==> src/hw/rtl/prbd_pkg.sv <==
// ----------------------------------------------------------------------------
// prbd_pkg
// shared widths, constants, codes and helpers of the pulse-rate beat detector
// ----------------------------------------------------------------------------
package prbd_pkg;

    // field widths
    localparam int SAMPLE_W   = 18;
    localparam int TIME_W     = 32;
    localparam int THR_W      = 24;
    localparam int MIN_W      = 16;
    localparam int ALPHA_W    = 7;
    localparam int MD_W       = 24;
    localparam int BPM_W      = 16;

    // datapath widths
    localparam int DC_W       = 24;            // dc state, saturated
    localparam int FILT_W     = DC_W + 1;      // filter output
    localparam int WSUM_W     = DC_W + 2;      // sample plus feedback
    localparam int WIN_LEN    = 16;
    localparam int POS_W      = $clog2(WIN_LEN);
    localparam int FILL_W     = $clog2(WIN_LEN + 1);
    localparam int SUM_W      = FILT_W + POS_W + 1;
    localparam int PROD_W     = DC_W + ALPHA_W;
    localparam int DIVD_W     = PROD_W;        // serial divider dividend
    localparam int DIVS_W     = 16;            // serial divider divisor
    localparam int MUL_CNT_W  = $clog2(ALPHA_W);
    localparam int DIV_CNT_W  = $clog2(DIVD_W);

    // constants
    localparam int DC_DIVISOR = 100;
    localparam int BPM_NUM    = 60000;
    localparam int MIN_RST    = 300;
    localparam int ALPHA_RST  = 95;

    // configuration port
    localparam int CFG_IDX_W  = 2;
    localparam int CFG_DATA_W = 24;

    typedef enum logic [CFG_IDX_W-1:0] {
        CFG_THRESHOLD    = 2'd0,
        CFG_MIN_INTERVAL = 2'd1,
        CFG_ALPHA        = 2'd2
    } t_cfg_idx;

    typedef enum logic [2:0] {
        ST_IDLE,
        ST_MUL,
        ST_DCDIV,
        ST_WIN,
        ST_MEAN,
        ST_DET,
        ST_BPM,
        ST_DONE
    } t_state;

    // clamp to 24-bit signed
    function automatic logic signed [DC_W-1:0] sat_s24(input logic signed [31:0] v);
        logic signed [31:0] hi;
        logic signed [31:0] lo;
        hi = 32'sd8388607;
        lo = -32'sd8388608;
        if (v > hi) begin
            return DC_W'(hi);
        end else if (v < lo) begin
            return DC_W'(lo);
        end
        return DC_W'(v);
    endfunction

endpackage

==> src/hw/rtl/prbd_mul.sv <==
// ----------------------------------------------------------------------------
// prbd_mul
// bit-serial shift-add multiplier, one multiplier bit per cycle
// ----------------------------------------------------------------------------
module prbd_mul (
    input  logic                           i_clk,
    input  logic                           i_rst_n,
    input  logic                           i_start,
    input  logic [prbd_pkg::ALPHA_W-1:0]   i_mplier,
    input  logic [prbd_pkg::DC_W-1:0]      i_mcand,
    output logic [prbd_pkg::PROD_W-1:0]    o_prod,
    output logic                           o_done
);
    import prbd_pkg::*;

    logic                 r_busy;
    logic                 r_done;
    logic [MUL_CNT_W-1:0] r_cnt;
    logic [ALPHA_W-1:0]   r_mplier;
    logic [PROD_W-1:0]    r_mcand;
    logic [PROD_W-1:0]    r_acc;

    always_ff @(posedge i_clk) begin
        if (!i_rst_n) begin
            r_busy <= 1'b0;
            r_done <= 1'b0;
            r_cnt  <= '0;
        end else begin
            r_done <= 1'b0;
            if (i_start) begin
                r_busy <= 1'b1;
                r_cnt  <= '0;
            end else if (r_busy) begin
                r_cnt <= r_cnt + 1'b1;
                if (r_cnt == MUL_CNT_W'(ALPHA_W - 1)) begin
                    r_busy <= 1'b0;
                    r_done <= 1'b1;
                end
            end
        end
    end

    // datapath
    always_ff @(posedge i_clk) begin
        if (i_start) begin
            r_mplier <= i_mplier;
            r_mcand  <= PROD_W'(i_mcand);
            r_acc    <= '0;
        end else if (r_busy) begin
            if (r_mplier[0]) begin
                r_acc <= r_acc + r_mcand;
            end
            r_mplier <= r_mplier >> 1;
            r_mcand  <= r_mcand << 1;
        end
    end

    assign o_prod = r_acc;
    assign o_done = r_done;

endmodule

==> src/hw/rtl/prbd_div.sv <==
// ----------------------------------------------------------------------------
// prbd_div
// restoring radix-2 divider, one quotient bit per cycle, unsigned operands
// ----------------------------------------------------------------------------
module prbd_div (
    input  logic                          i_clk,
    input  logic                          i_rst_n,
    input  logic                          i_start,
    input  logic [prbd_pkg::DIVD_W-1:0]   i_dividend,
    input  logic [prbd_pkg::DIVS_W-1:0]   i_divisor,
    output logic [prbd_pkg::DIVD_W-1:0]   o_quot,
    output logic                          o_done
);
    import prbd_pkg::*;

    logic                 r_busy;
    logic                 r_done;
    logic [DIV_CNT_W-1:0] r_cnt;
    logic [DIVD_W-1:0]    r_quo;
    logic [DIVS_W-1:0]    r_rem;
    logic [DIVS_W-1:0]    r_dvs;

    logic [DIVS_W:0]      rem_sh;
    logic [DIVS_W:0]      rem_sub;
    logic                 q_bit;

    always_comb begin
        rem_sh  = {r_rem, r_quo[DIVD_W-1]};
        rem_sub = rem_sh - {1'b0, r_dvs};
        q_bit   = (rem_sh >= {1'b0, r_dvs});
    end

    always_ff @(posedge i_clk) begin
        if (!i_rst_n) begin
            r_busy <= 1'b0;
            r_done <= 1'b0;
            r_cnt  <= '0;
        end else begin
            r_done <= 1'b0;
            if (i_start) begin
                r_busy <= 1'b1;
                r_cnt  <= '0;
            end else if (r_busy) begin
                r_cnt <= r_cnt + 1'b1;
                if (r_cnt == DIV_CNT_W'(DIVD_W - 1)) begin
                    r_busy <= 1'b0;
                    r_done <= 1'b1;
                end
            end
        end
    end

    always_ff @(posedge i_clk) begin
        if (i_start) begin
            r_quo <= i_dividend;
            r_rem <= '0;
            r_dvs <= i_divisor;
        end else if (r_busy) begin
            r_quo <= {r_quo[DIVD_W-2:0], q_bit};
            r_rem <= q_bit ? rem_sub[DIVS_W-1:0] : rem_sh[DIVS_W-1:0];
        end
    end

    assign o_quot = r_quo;
    assign o_done = r_done;

endmodule

==> src/hw/rtl/prbd_win.sv <==
// ----------------------------------------------------------------------------
// prbd_win
// moving-window store with running sum and fill count
// ----------------------------------------------------------------------------
module prbd_win (
    input  logic                                i_clk,
    input  logic                                i_rst_n,
    input  logic                                i_wr,
    input  logic signed [prbd_pkg::FILT_W-1:0]  i_data,
    output logic signed [prbd_pkg::SUM_W-1:0]   o_sum,
    output logic        [prbd_pkg::FILL_W-1:0]  o_fill
);
    import prbd_pkg::*;

    logic signed [FILT_W-1:0] r_store [WIN_LEN];
    logic signed [SUM_W-1:0]  r_sum;
    logic [POS_W-1:0]         r_pos;
    logic [FILL_W-1:0]        r_fill;

    logic signed [SUM_W-1:0]  n_sum;

    // drop the oldest value, add the newest
    assign n_sum = r_sum - SUM_W'(r_store[r_pos]) + SUM_W'(i_data);

    always_ff @(posedge i_clk) begin
        if (!i_rst_n) begin
            for (int k = 0; k < WIN_LEN; k++) begin
                r_store[k] <= '0;
            end
            r_sum  <= '0;
            r_pos  <= '0;
            r_fill <= '0;
        end else if (i_wr) begin
            r_store[r_pos] <= i_data;
            r_sum          <= n_sum;
            r_pos          <= (r_pos == POS_W'(WIN_LEN - 1)) ? '0 : r_pos + 1'b1;
            if (r_fill != FILL_W'(WIN_LEN)) begin
                r_fill <= r_fill + 1'b1;
            end
        end
    end

    assign o_sum  = r_sum;
    assign o_fill = r_fill;

endmodule

==> src/hw/rtl/pulse_rate_beat_detector_top.sv <==
// ----------------------------------------------------------------------------
// pulse_rate_beat_detector_top
// optical pulse beat detector: dc removal, moving mean, peak and rate output
// ----------------------------------------------------------------------------
// One word in gives one word out. Each red sample runs through a leaky dc
// filter (alpha/100 feedback), a 16-deep moving mean, and a threshold peak
// detector that reports a beat and 60000/interval beats per minute. The block
// works on one word at a time: each word runs the multiplier and two divides,
// a third when a beat is reported, plus any wait for the output register.
// The work is done by a bit-serial multiplier and one shared
// radix-2 divider used for the /100 of the dc filter, the window
// mean and, on a beat, the rate. A new word is taken as soon as the previous
// one is in the output register, even while that result waits.
// Configuration writes are taken at any time (ready is tied high) and must
// only happen while the block is idle.
// ----------------------------------------------------------------------------
module pulse_rate_beat_detector_top (
    input  logic                                   i_clk,
    input  logic                                   i_rst_n,
    // configuration write
    input  logic                                   i_cfg_valid,
    output logic                                   o_cfg_ready,
    input  logic [prbd_pkg::CFG_IDX_W-1:0]         i_cfg_index,
    input  logic [prbd_pkg::CFG_DATA_W-1:0]        i_cfg_data,
    // sample input
    input  logic                                   i_in_valid,
    output logic                                   o_in_ready,
    input  logic [prbd_pkg::SAMPLE_W-1:0]          i_red_sample,
    input  logic [prbd_pkg::TIME_W-1:0]            i_time_ms,
    // result output
    output logic                                   o_out_valid,
    input  logic                                   i_out_ready,
    output logic signed [prbd_pkg::MD_W-1:0]       o_mean_diff,
    output logic                                   o_beat,
    output logic [prbd_pkg::BPM_W-1:0]             o_beats_per_minute
);
    import prbd_pkg::*;

    // configuration registers
    logic signed [THR_W-1:0] r_thr;
    logic [MIN_W-1:0]        r_min;
    logic [ALPHA_W-1:0]      r_alpha;

    // sequencer state
    t_state r_state;
    t_state n_state;

    // per-word working registers
    logic [SAMPLE_W-1:0]      r_sample;
    logic [TIME_W-1:0]        r_time;
    logic signed [FILT_W-1:0] r_filt;
    logic signed [MD_W-1:0]   r_md;
    logic                     r_beat;
    logic [BPM_W-1:0]         r_bpm;

    // detector state
    logic signed [DC_W-1:0]   r_dc_prev;
    logic                     r_armed;
    logic [TIME_W-1:0]        r_last;

    // output register
    logic                     r_out_valid;
    logic signed [MD_W-1:0]   r_out_md;
    logic                     r_out_beat;
    logic [BPM_W-1:0]         r_out_bpm;

    // unit hookup
    logic                     in_acc;
    logic                     mul_start;
    logic [DC_W-1:0]          dc_mag;
    logic [PROD_W-1:0]        mul_prod;
    logic                     mul_done;
    logic                     div_start;
    logic [DIVD_W-1:0]        div_dividend;
    logic [DIVS_W-1:0]        div_divisor;
    logic [DIVD_W-1:0]        div_quot;
    logic                     div_done;
    logic                     win_wr;
    logic signed [SUM_W-1:0]  win_sum;
    logic [FILL_W-1:0]        win_fill;
    logic                     out_free;

    // dc filter arithmetic
    logic signed [FILT_W-1:0] fb_mag;
    logic signed [FILT_W-1:0] fb;
    logic signed [WSUM_W-1:0] w_raw;
    logic signed [DC_W-1:0]   w_sat;
    logic signed [FILT_W-1:0] filt;

    // mean arithmetic
    logic [SUM_W-1:0]         sum_mag;
    logic signed [SUM_W-1:0]  mean_mag;
    logic signed [SUM_W-1:0]  mean;
    logic signed [SUM_W:0]    md_raw;
    logic signed [MD_W-1:0]   md;

    // detection
    logic                     rise;
    logic [MIN_W-1:0]         delta;
    logic                     take_beat;

    assign in_acc      = i_in_valid && o_in_ready;
    assign o_in_ready  = (r_state == ST_IDLE);
    assign o_cfg_ready = 1'b1;
    assign out_free    = !r_out_valid || i_out_ready;

    // magnitude of dc state for the unsigned multiplier
    assign dc_mag = r_dc_prev[DC_W-1] ? DC_W'(-r_dc_prev) : DC_W'(r_dc_prev);

    // feedback = sign(dc_prev) * (|alpha*dc_prev| / 100), truncates toward zero
    always_comb begin
        fb_mag = signed'(div_quot[FILT_W-1:0]);
        fb     = r_dc_prev[DC_W-1] ? -fb_mag : fb_mag;
        w_raw  = WSUM_W'(signed'({1'b0, r_sample})) + WSUM_W'(fb);
        w_sat  = sat_s24(32'(w_raw));
        filt   = FILT_W'(w_sat) - FILT_W'(r_dc_prev);
    end

    // mean = sign(sum) * (|sum| / fill)
    always_comb begin
        sum_mag  = win_sum[SUM_W-1] ? SUM_W'(-win_sum) : SUM_W'(win_sum);
        mean_mag = signed'(div_quot[SUM_W-1:0]);
        mean     = win_sum[SUM_W-1] ? -mean_mag : mean_mag;
        md_raw   = (SUM_W+1)'(mean) - (SUM_W+1)'(r_filt);
        md       = sat_s24(32'(md_raw));
    end

    // peak edge and 16-bit wrapped interval
    always_comb begin
        rise      = (r_md > r_thr) && !r_armed;
        delta     = r_time[MIN_W-1:0] - r_last[MIN_W-1:0];
        take_beat = rise && (delta > r_min);
    end

    // next state
    always_comb begin
        n_state = r_state;
        case (r_state)
            ST_IDLE: begin
                if (in_acc) begin
                    n_state = ST_MUL;
                end
            end
            ST_MUL: begin
                if (mul_done) begin
                    n_state = ST_DCDIV;
                end
            end
            ST_DCDIV: begin
                if (div_done) begin
                    n_state = ST_WIN;
                end
            end
            ST_WIN: begin
                n_state = ST_MEAN;
            end
            ST_MEAN: begin
                if (div_done) begin
                    n_state = ST_DET;
                end
            end
            ST_DET: begin
                n_state = take_beat ? ST_BPM : ST_DONE;
            end
            ST_BPM: begin
                if (div_done) begin
                    n_state = ST_DONE;
                end
            end
            ST_DONE: begin
                if (out_free) begin
                    n_state = ST_IDLE;
                end
            end
            default: begin
                n_state = ST_IDLE;
            end
        endcase
    end

    // sequencer outputs: unit starts and divider operand select
    always_comb begin
        mul_start    = 1'b0;
        div_start    = 1'b0;
        div_dividend = '0;
        div_divisor  = '0;
        win_wr       = 1'b0;
        case (r_state)
            ST_IDLE: begin
                mul_start = in_acc;
            end
            ST_MUL: begin
                div_start    = mul_done;
                div_dividend = DIVD_W'(mul_prod);
                div_divisor  = DIVS_W'(DC_DIVISOR);
            end
            ST_DCDIV: begin
                win_wr = div_done;
            end
            ST_WIN: begin
                div_start    = 1'b1;
                div_dividend = DIVD_W'(sum_mag);
                div_divisor  = DIVS_W'(win_fill);
            end
            ST_DET: begin
                div_start    = take_beat;
                div_dividend = DIVD_W'(BPM_NUM);
                div_divisor  = DIVS_W'(delta);
            end
            default: begin
            end
        endcase
    end

    // control state
    always_ff @(posedge i_clk) begin
        if (!i_rst_n) begin
            r_state     <= ST_IDLE;
            r_thr       <= '0;
            r_min       <= MIN_W'(MIN_RST);
            r_alpha     <= ALPHA_W'(ALPHA_RST);
            r_dc_prev   <= '0;
            r_armed     <= 1'b0;
            r_last      <= '0;
            r_out_valid <= 1'b0;
        end else begin
            r_state <= n_state;

            if (i_cfg_valid && o_cfg_ready) begin
                case (t_cfg_idx'(i_cfg_index))
                    CFG_THRESHOLD:    r_thr   <= signed'(i_cfg_data[THR_W-1:0]);
                    CFG_MIN_INTERVAL: r_min   <= i_cfg_data[MIN_W-1:0];
                    CFG_ALPHA:        r_alpha <= i_cfg_data[ALPHA_W-1:0];
                    default: begin
                    end
                endcase
            end

            if (r_state == ST_DCDIV && div_done) begin
                r_dc_prev <= w_sat;
            end

            // arm on a rise, disarm only strictly below threshold
            if (r_state == ST_DET) begin
                if (rise) begin
                    r_armed <= 1'b1;
                    if (take_beat) begin
                        r_last <= r_time;
                    end
                end else if (r_md < r_thr) begin
                    r_armed <= 1'b0;
                end
            end

            if (r_state == ST_DONE && out_free) begin
                r_out_valid <= 1'b1;
            end else if (i_out_ready) begin
                r_out_valid <= 1'b0;
            end
        end
    end

    // payload registers
    always_ff @(posedge i_clk) begin
        if (in_acc) begin
            r_sample <= i_red_sample;
            r_time   <= i_time_ms;
        end
        if (r_state == ST_DCDIV && div_done) begin
            r_filt <= filt;
        end
        if (r_state == ST_MEAN && div_done) begin
            r_md <= md;
        end
        if (r_state == ST_DET) begin
            r_beat <= take_beat;
            r_bpm  <= '0;
        end
        if (r_state == ST_BPM && div_done) begin
            r_bpm <= div_quot[BPM_W-1:0];
        end
        if (r_state == ST_DONE && out_free) begin
            r_out_md   <= r_md;
            r_out_beat <= r_beat;
            r_out_bpm  <= r_bpm;
        end
    end

    prbd_mul u_mul (
        .i_clk    (i_clk),
        .i_rst_n  (i_rst_n),
        .i_start  (mul_start),
        .i_mplier (r_alpha),
        .i_mcand  (dc_mag),
        .o_prod   (mul_prod),
        .o_done   (mul_done)
    );

    prbd_div u_div (
        .i_clk      (i_clk),
        .i_rst_n    (i_rst_n),
        .i_start    (div_start),
        .i_dividend (div_dividend),
        .i_divisor  (div_divisor),
        .o_quot     (div_quot),
        .o_done     (div_done)
    );

    prbd_win u_win (
        .i_clk   (i_clk),
        .i_rst_n (i_rst_n),
        .i_wr    (win_wr),
        .i_data  (filt),
        .o_sum   (win_sum),
        .o_fill  (win_fill)
    );

    assign o_out_valid        = r_out_valid;
    assign o_mean_diff        = r_out_md;
    assign o_beat             = r_out_beat;
    assign o_beats_per_minute = r_out_bpm;

endmodule

==> config.mk <==
export PLATFORM = sky130hd
export DESIGN_NAME = pulse_rate_beat_detector_top
export DESIGN_NICKNAME = d
export VERILOG_FILES = /design/src/hw/rtl/prbd_pkg.sv /design/src/hw/rtl/prbd_mul.sv /design/src/hw/rtl/prbd_div.sv /design/src/hw/rtl/prbd_win.sv /design/src/hw/rtl/pulse_rate_beat_detector_top.sv
export SDC_FILE = /design/constraint.sdc
export NUM_CORES = 2
export LEC_CHECK = 0
export BUFFER_PORTS_ARGS = -buffer_cell sky130_fd_sc_hd__buf_2
export CORE_MARGIN = 2
export CORE_UTILIZATION = 45
export CTS_CLUSTER_DIAMETER = 40
export DETAILED_ROUTE_END_ITERATION = 12
export PLACE_DENSITY = 0.67
export SYNTH_ARGS = -nofsm -noshare
export SYNTH_HDL_FRONTEND = slang
export SYNTH_SLANG_ARGS = --single-unit
==> constraint.sdc <==
create_clock -name i_clk -period 20.9 [get_ports i_clk]
set_input_delay 3.135 -clock i_clk [delete_from_list [all_inputs] [get_ports i_clk]]
set_output_delay 3.135 -clock i_clk [all_outputs]
set_load 0.01 [all_outputs]
==> After elaboration in Yosys (flattened, before gate mapping) <==
Memories as Yosys holds them, arrays and structs flattened. A register that Yosys moved wholly into a read port is not among the register bits.
Cells that the tools add are included.
Widths: inputs -> output; s select.
{ "word_totals": {"ff_bits": 416, "ram_bits": 400, "out_inout_bits": 44, "word_cells": 168, "mem_count": 1} }
{ "memory_table": {"columns": ["memory", "depth", "width", "read_ports", "rd_clocked_by_memory_dff", "wr", "line", "text"], "rows": [
  ["u_win.r_store", 16, 25, 1, 1, 16, "prbd_win.sv:15", "logic signed [FILT_W-1:0] r_store [WIN_LEN];"]
]} }
{ "classes": {"n_addsub": 16, "order_cmp": 8, "eq_ne": 19, "mux": 58, "bitwise_logic": 3, "n_reduce_logical": 30} }
{ "ops": {"columns": ["cell", "count"], "rows": [
  ["$mux 24", 9],
  ["$pmux 31 s3", 1],
  ["$mux 31", 2],
  ["$mux 30", 2],
  ["$neg 30->30", 2],
  ["$mux 25", 2],
  ["$mux 16", 3],
  ["$pmux 16 s3", 1],
  ["$sub 16x16->16", 2],
  ["$add 31x31->31", 1],
  ["$gt 31x24->1 const B", 1],
  ["$lt 31x24->1 const B", 1],
  ["$sub 30x25->31", 1],
  ["$add 30x25->30", 1],
  ["$sub 30x25->30", 1],
  ["$add 19x25->26", 1],
  ["$gt 26x24->1 const B", 1],
  ["$lt 26x24->1 const B", 1],
  ["$neg 25->25", 1],
  ["$reduce_or 25->1", 1],
  ["$sub 24x24->25", 1],
  ["$gt 24x24->1", 1],
  ["$lt 24x24->1", 1],
  ["$mux 1", 24],
  ["33 further kinds", 72]
]} }

==> Longest topological paths before layout <==
{ "logic_depth": {"depth_word": 9, "depth_mapped": 43, "depth_no_buf": 41} }

==> By module <==
From an unflattened synthesis, not the netlist that was laid out.
{ "unflattened": {"cells_unflattened": 4311, "area_unflattened_um2": 46781.1} }
{ "by_module_without_submodules": {"columns": ["mod", "instances", "cells_per_inst", "area_per_inst_um2"], "rows": [
  ["prbd_win", 1, 1614, 22180.0],
  ["pulse_rate_beat_detector_top", 1, 1846, 16216.8],
  ["prbd_mul", 1, 493, 4509.3],
  ["prbd_div", 1, 358, 3875.0]
]} }

==> Least setup slack after synthesis <==
OpenSTA, ideal clock, no wires.
{ "synth_timing": {"kind": "reg2reg", "startpoint": "register u_div.r_quo[0], in the netlist u_div.o_quot[0]", "endpoint": "register u_win.r_sum[29], in the netlist u_win.o_sum[29]", "setup_time_ps": 124, "arrival_time_ps": 9285, "required_ps": 20776, "path_slack_ps": 11491, "path_stages_with_launch": 42, "period_less_slack_ps": 9409, "path_cell_list": "edfxtp_1 -> inv_1 -> ha_1 -> or3b_4 -> nor4_4 -> nand2_1 -> o31ai_1 -> xnor2_1 -> ha_1 -> a21o_1 -> a21o_1 -> a21o_1 -> nor3_1 -> a21oi_1 -> o2111a_4 -> and3_1 -> a211o_1 -> buf_2 -> (+6 left out) -> and3_1 -> a2111oi_0 -> nor3_1 -> o211a_1 -> nor3_1 -> clkbuf_1 -> inv_1 -> fa_1 -> ha_1 -> a21o_1 -> a21o_1 -> a21oi_1 -> o21ai_0 -> a41oi_1 -> nand2b_1 -> a21oi_1 -> o21ai_0 -> mux2i_1"} }
{ "synth_via": {"elab_chain_cells": 9, "elab_cells_between_ends": 11, "classes_between": "add/sub: 4; order compare: 2; mux: 5"} }
{ "synth_rtl": {"columns": ["element", "line", "text"], "rows": [
  ["from (decl)", "prbd_div.sv:19", "logic [DIVD_W-1:0] r_quo;"],
  ["from (signal assigned)", "prbd_div.sv:55", "r_quo <= i_dividend;"],
  ["from (signal assigned)", "prbd_div.sv:59", "r_quo <= {r_quo[DIVD_W-2:0], q_bit};"],
  ["$neg 25->25", "pulse_rate_beat_detector_top.sv:113", "fb = r_dc_prev[DC_W-1] ? -fb_mag : fb_mag;"],
  ["$mux 25 *", "pulse_rate_beat_detector_top.sv:113", null],
  ["$add 19x25->26 *", "pulse_rate_beat_detector_top.sv:114", "w_raw = WSUM_W'(signed'({1'b0, r_sample})) + WSUM_W'(fb);"],
  ["$lt 26x24->1", "prbd_pkg.sv:65", "end else if (v < lo) begin"],
  ["$mux 1", "prbd_pkg.sv:65", null],
  ["$mux 1", "prbd_pkg.sv:63", "if (v > hi) begin"],
  ["$mux 24 *", "prbd_pkg.sv:68", "return DC_W'(v);"],
  ["net w_sat[11]", "pulse_rate_beat_detector_top.sv:87", "logic signed [DC_W-1:0] w_sat;"],
  ["$sub 24x24->25 *", "pulse_rate_beat_detector_top.sv:116", "filt = FILT_W'(w_sat) - FILT_W'(r_dc_prev);"],
  ["net filt[21]", "pulse_rate_beat_detector_top.sv:88", "logic signed [FILT_W-1:0] filt;"],
  ["$add 30x25->30 *", "prbd_win.sv:23", "assign n_sum = r_sum - SUM_W'(r_store[r_pos]) + SUM_W'(i_data);"],
  ["to (signal assigned)", "prbd_win.sv:35", "r_sum <= n_sum;"],
  ["to (decl)", "prbd_win.sv:16", "logic signed [SUM_W-1:0] r_sum;"]
]} }
Mark *: on every way through the listed nets, which the timed path passes. The rest lies on a longest branch.
A chain may end at the register's enable or synchronous reset.

==> Final worst setup path <==
Same ends and word-level chain as after synthesis.

==> flow_summary.yaml <==
outcome:
  status: "finished clean"
floorplan:
  io_pins: 125
  core.rowCount: 115
  initial_core_util_pct: 45.2
  dieHeight_um: 318
  design.die.area_um2: 101000
  die_x_um: 318
  core_um2: 98000
drt:
  drt_iter0_markers: 3075
  drc: 0
  first_pass_iters: 6
  routedWlPerCell_um: 21.4
  ant_nets: 0
  wl_mm: 120
  dr_total_vias: 31700
  viasPerCell: 5.67
pwr:
  cellLeakagePower_nw: 19.4
  cellPowerDensity_nw_per_um2: 85.9
  peakVddDrop_mv: 0.0720
critical_path:
  critPathMaxFanout: 17
  crit_slowest_cell: "a211oi_2"
  path_buf_inv: 2
  crit_path_end_kind: "flip-flop"
  arrival_ns: 12.11
  crit_path_start_kind: "flip-flop"
  crit_family: "compound AO/OA/AOI/OAI gates"
  max_stage_delay_ns: 0.78
  critPathKind: "reg2reg"
  required_ns: 21.45
logic_synthesis:
  ys_warn_count: 0
  syn_inst: 4120
  yosys_most_used_dff: "edfxtp_1"
  post-synth-top-area-fraction_pct: 42.0
  netlist_area_um2: 44300
  synth_nets: 4453
  ys_seq_elements: 820
  ys_seq_area_share_pct: 51.1
  avgSynthCellArea_um2: 10.7
  async_flop_share_pct: 0
  synth_top_area_cell: "edfxtp_1"
  synth_area_leaders: "edfxtp_1 42%, dfxtp_1 9.1%, mux4_2 6.4%, ha_1 6.1%, nor2_1 5.2%"
  synth_edf_count: 619
  synth_cell_types: 93
cts:
  post_cts.repair.setup_buffers: 0
  cts_sinks: 820
  clockBufferDepth: 3
  htree_levels: 3
  cts_resized: 0
  worstSkewPairLatency_ns: 0.74
  cts_made_buffers: 116
  cts-root-buf: "clkbuf_16"
  cts_tree: "yes"
  hold_buffers: 0
  clk_pin_slew_ns: 0.06
placement:
  gp_congestion: 0.949
  dpl_worst_slack_ns: 9.62
  port_buffers: 107
  dp_hpwl_mm: 82.3
timing:
  finalSetupTns_ns: 0
  final.period_utilization_pct: 55.3
  skew_ns: 0.0679
  rsz0062_at_grt: "no"
  slew_violations: 0
  hold_viol_final: 0
  fin_ws_ns: 9.34
  max_freq_mhz: 86.5
  setup_viol: 0
  post-route-min-period_ns: 11.56
  slew_headroom_pct: 17.2
  tightest_slew_ns: 1.24
cells_and_area:
  n_antenna_cell: 0
  area_growth_pct: 13.7
  utilization_pct: 51.4
  final_common_cell: "edfxtp_1"
  drive_above_1_share_pct: 13.7
  final_nets: 4542
  mostFrequentLayoutCells: "619 x edfxtp_1, 615 x nor2_1, 434 x nand2_1, 263 x inv_1, 217 x ha_1"
global_route:
  grt_pass1_wl_mm: 182
  grt_max_degree: 71
  antenna_found_initial: 0
  grt_usage_pct: 23.5
  grt_overflow: 0
  grt_pass1_vias: 30600
min_path:
  worstHoldPathType: "reg2reg"
job:
  maxCapViolations: 0
## kinds of logic (layout without fill, tap and decap cells)
logic type,count (synthesis),after routing,synth area share [%]
compound gates,727,727,10.4
buf+inv,476,669,4.12
xor+xnor,239,239,4.78
other cells,1,1,0.00847
mux,197,197,8.06
simple gates,1408,1408,13.9
fa+ha+maj,252,252,7.71
flops,820,820,51.1
## synthesized netlist by cell type (45+ instances only)
master	count
xnor2_1	157
ha_1	217
inv_1	265
nor2_1	617
a21o_1	74
nor3_1	60
mux4_2	125
nand2_1	439
clkbuf_1	169
o21ai_0	189
mux2i_1	45
xor2_1	79
dfxtp_1	201
nand3_1	63
edfxtp_1	619
a21oi_1	215
## registers in the layout, indices dropped and copies added (netlist names), 25 cells and up, named ones only
name	flops
r_filt	25
u_win.o_sum	30
u_div.o_quot	31
u_mul.r_mcand	31
u_mul.o_prod	31
u_win.r_store	400
## power breakdown
part	switching, mW	internal [mW]	total, mW
registers	0.0354	1.81	1.85
clock network	0.807	1.23	2.04
logic	0.276	0.165	0.441
total	1.12	3.21	4.33
## cell type report
| type | instances | area (um2) |
|---|---|---|
| clock buffer | 132 | 3070 |
| sequential | 820 | 22600 |
| fill | 8597 | 47600 |
| tap | 1287 | 1610 |
| inverter | 268 | 1010 |
| clock inverter | 90 | 1060 |
| timing repair buffer | 179 | 1080 |
| multi-input combinational | 2824 | 19900 |
## metal layers
layer	track usage [%]	vias up	wire (um)
li1	-	14900	-
met1	30.9	15400	49500
met2	39.2	1204	57500
met3	3.55	242	8210
met4	9.37	0	4640
met5	0	-	0
## metrics by stage
stage	power [mW]	hold slack [ns]	instances	area (um2)
after detailed placement	2.32	0.406	5378	46200
after global placement	2.31	0.405	5378	46200
after global routing	4.47	0.420	5600	50400
after floorplan	2.18	0.400	4120	44300
after CTS	4.35	0.418	5600	50400
final	4.33	0.417	5600	50400
## path summary, 6_finish.rpt
kind | from | end | slack (ns) | cells past startpoint
worst max register to register | u_div.o_quot[0]$_DFFE_PP_ | u_win.o_sum[29]$_SDFFE_PN0P_ | 9.34 | 37
worst max-delay path | u_div.o_quot[0]$_DFFE_PP_ | u_win.o_sum[29]$_SDFFE_PN0P_ | 9.34 | 37
worst min-delay path | r_bpm[13]$_SDFFCE_PN0P_ | o_beats_per_minute[13]$_DFFE_PP_ | 0.42 | 0
worst min register to register | r_bpm[13]$_SDFFCE_PN0P_ | o_beats_per_minute[13]$_DFFE_PP_ | 0.42 | 0
Power figures use the tool's default switching activity.
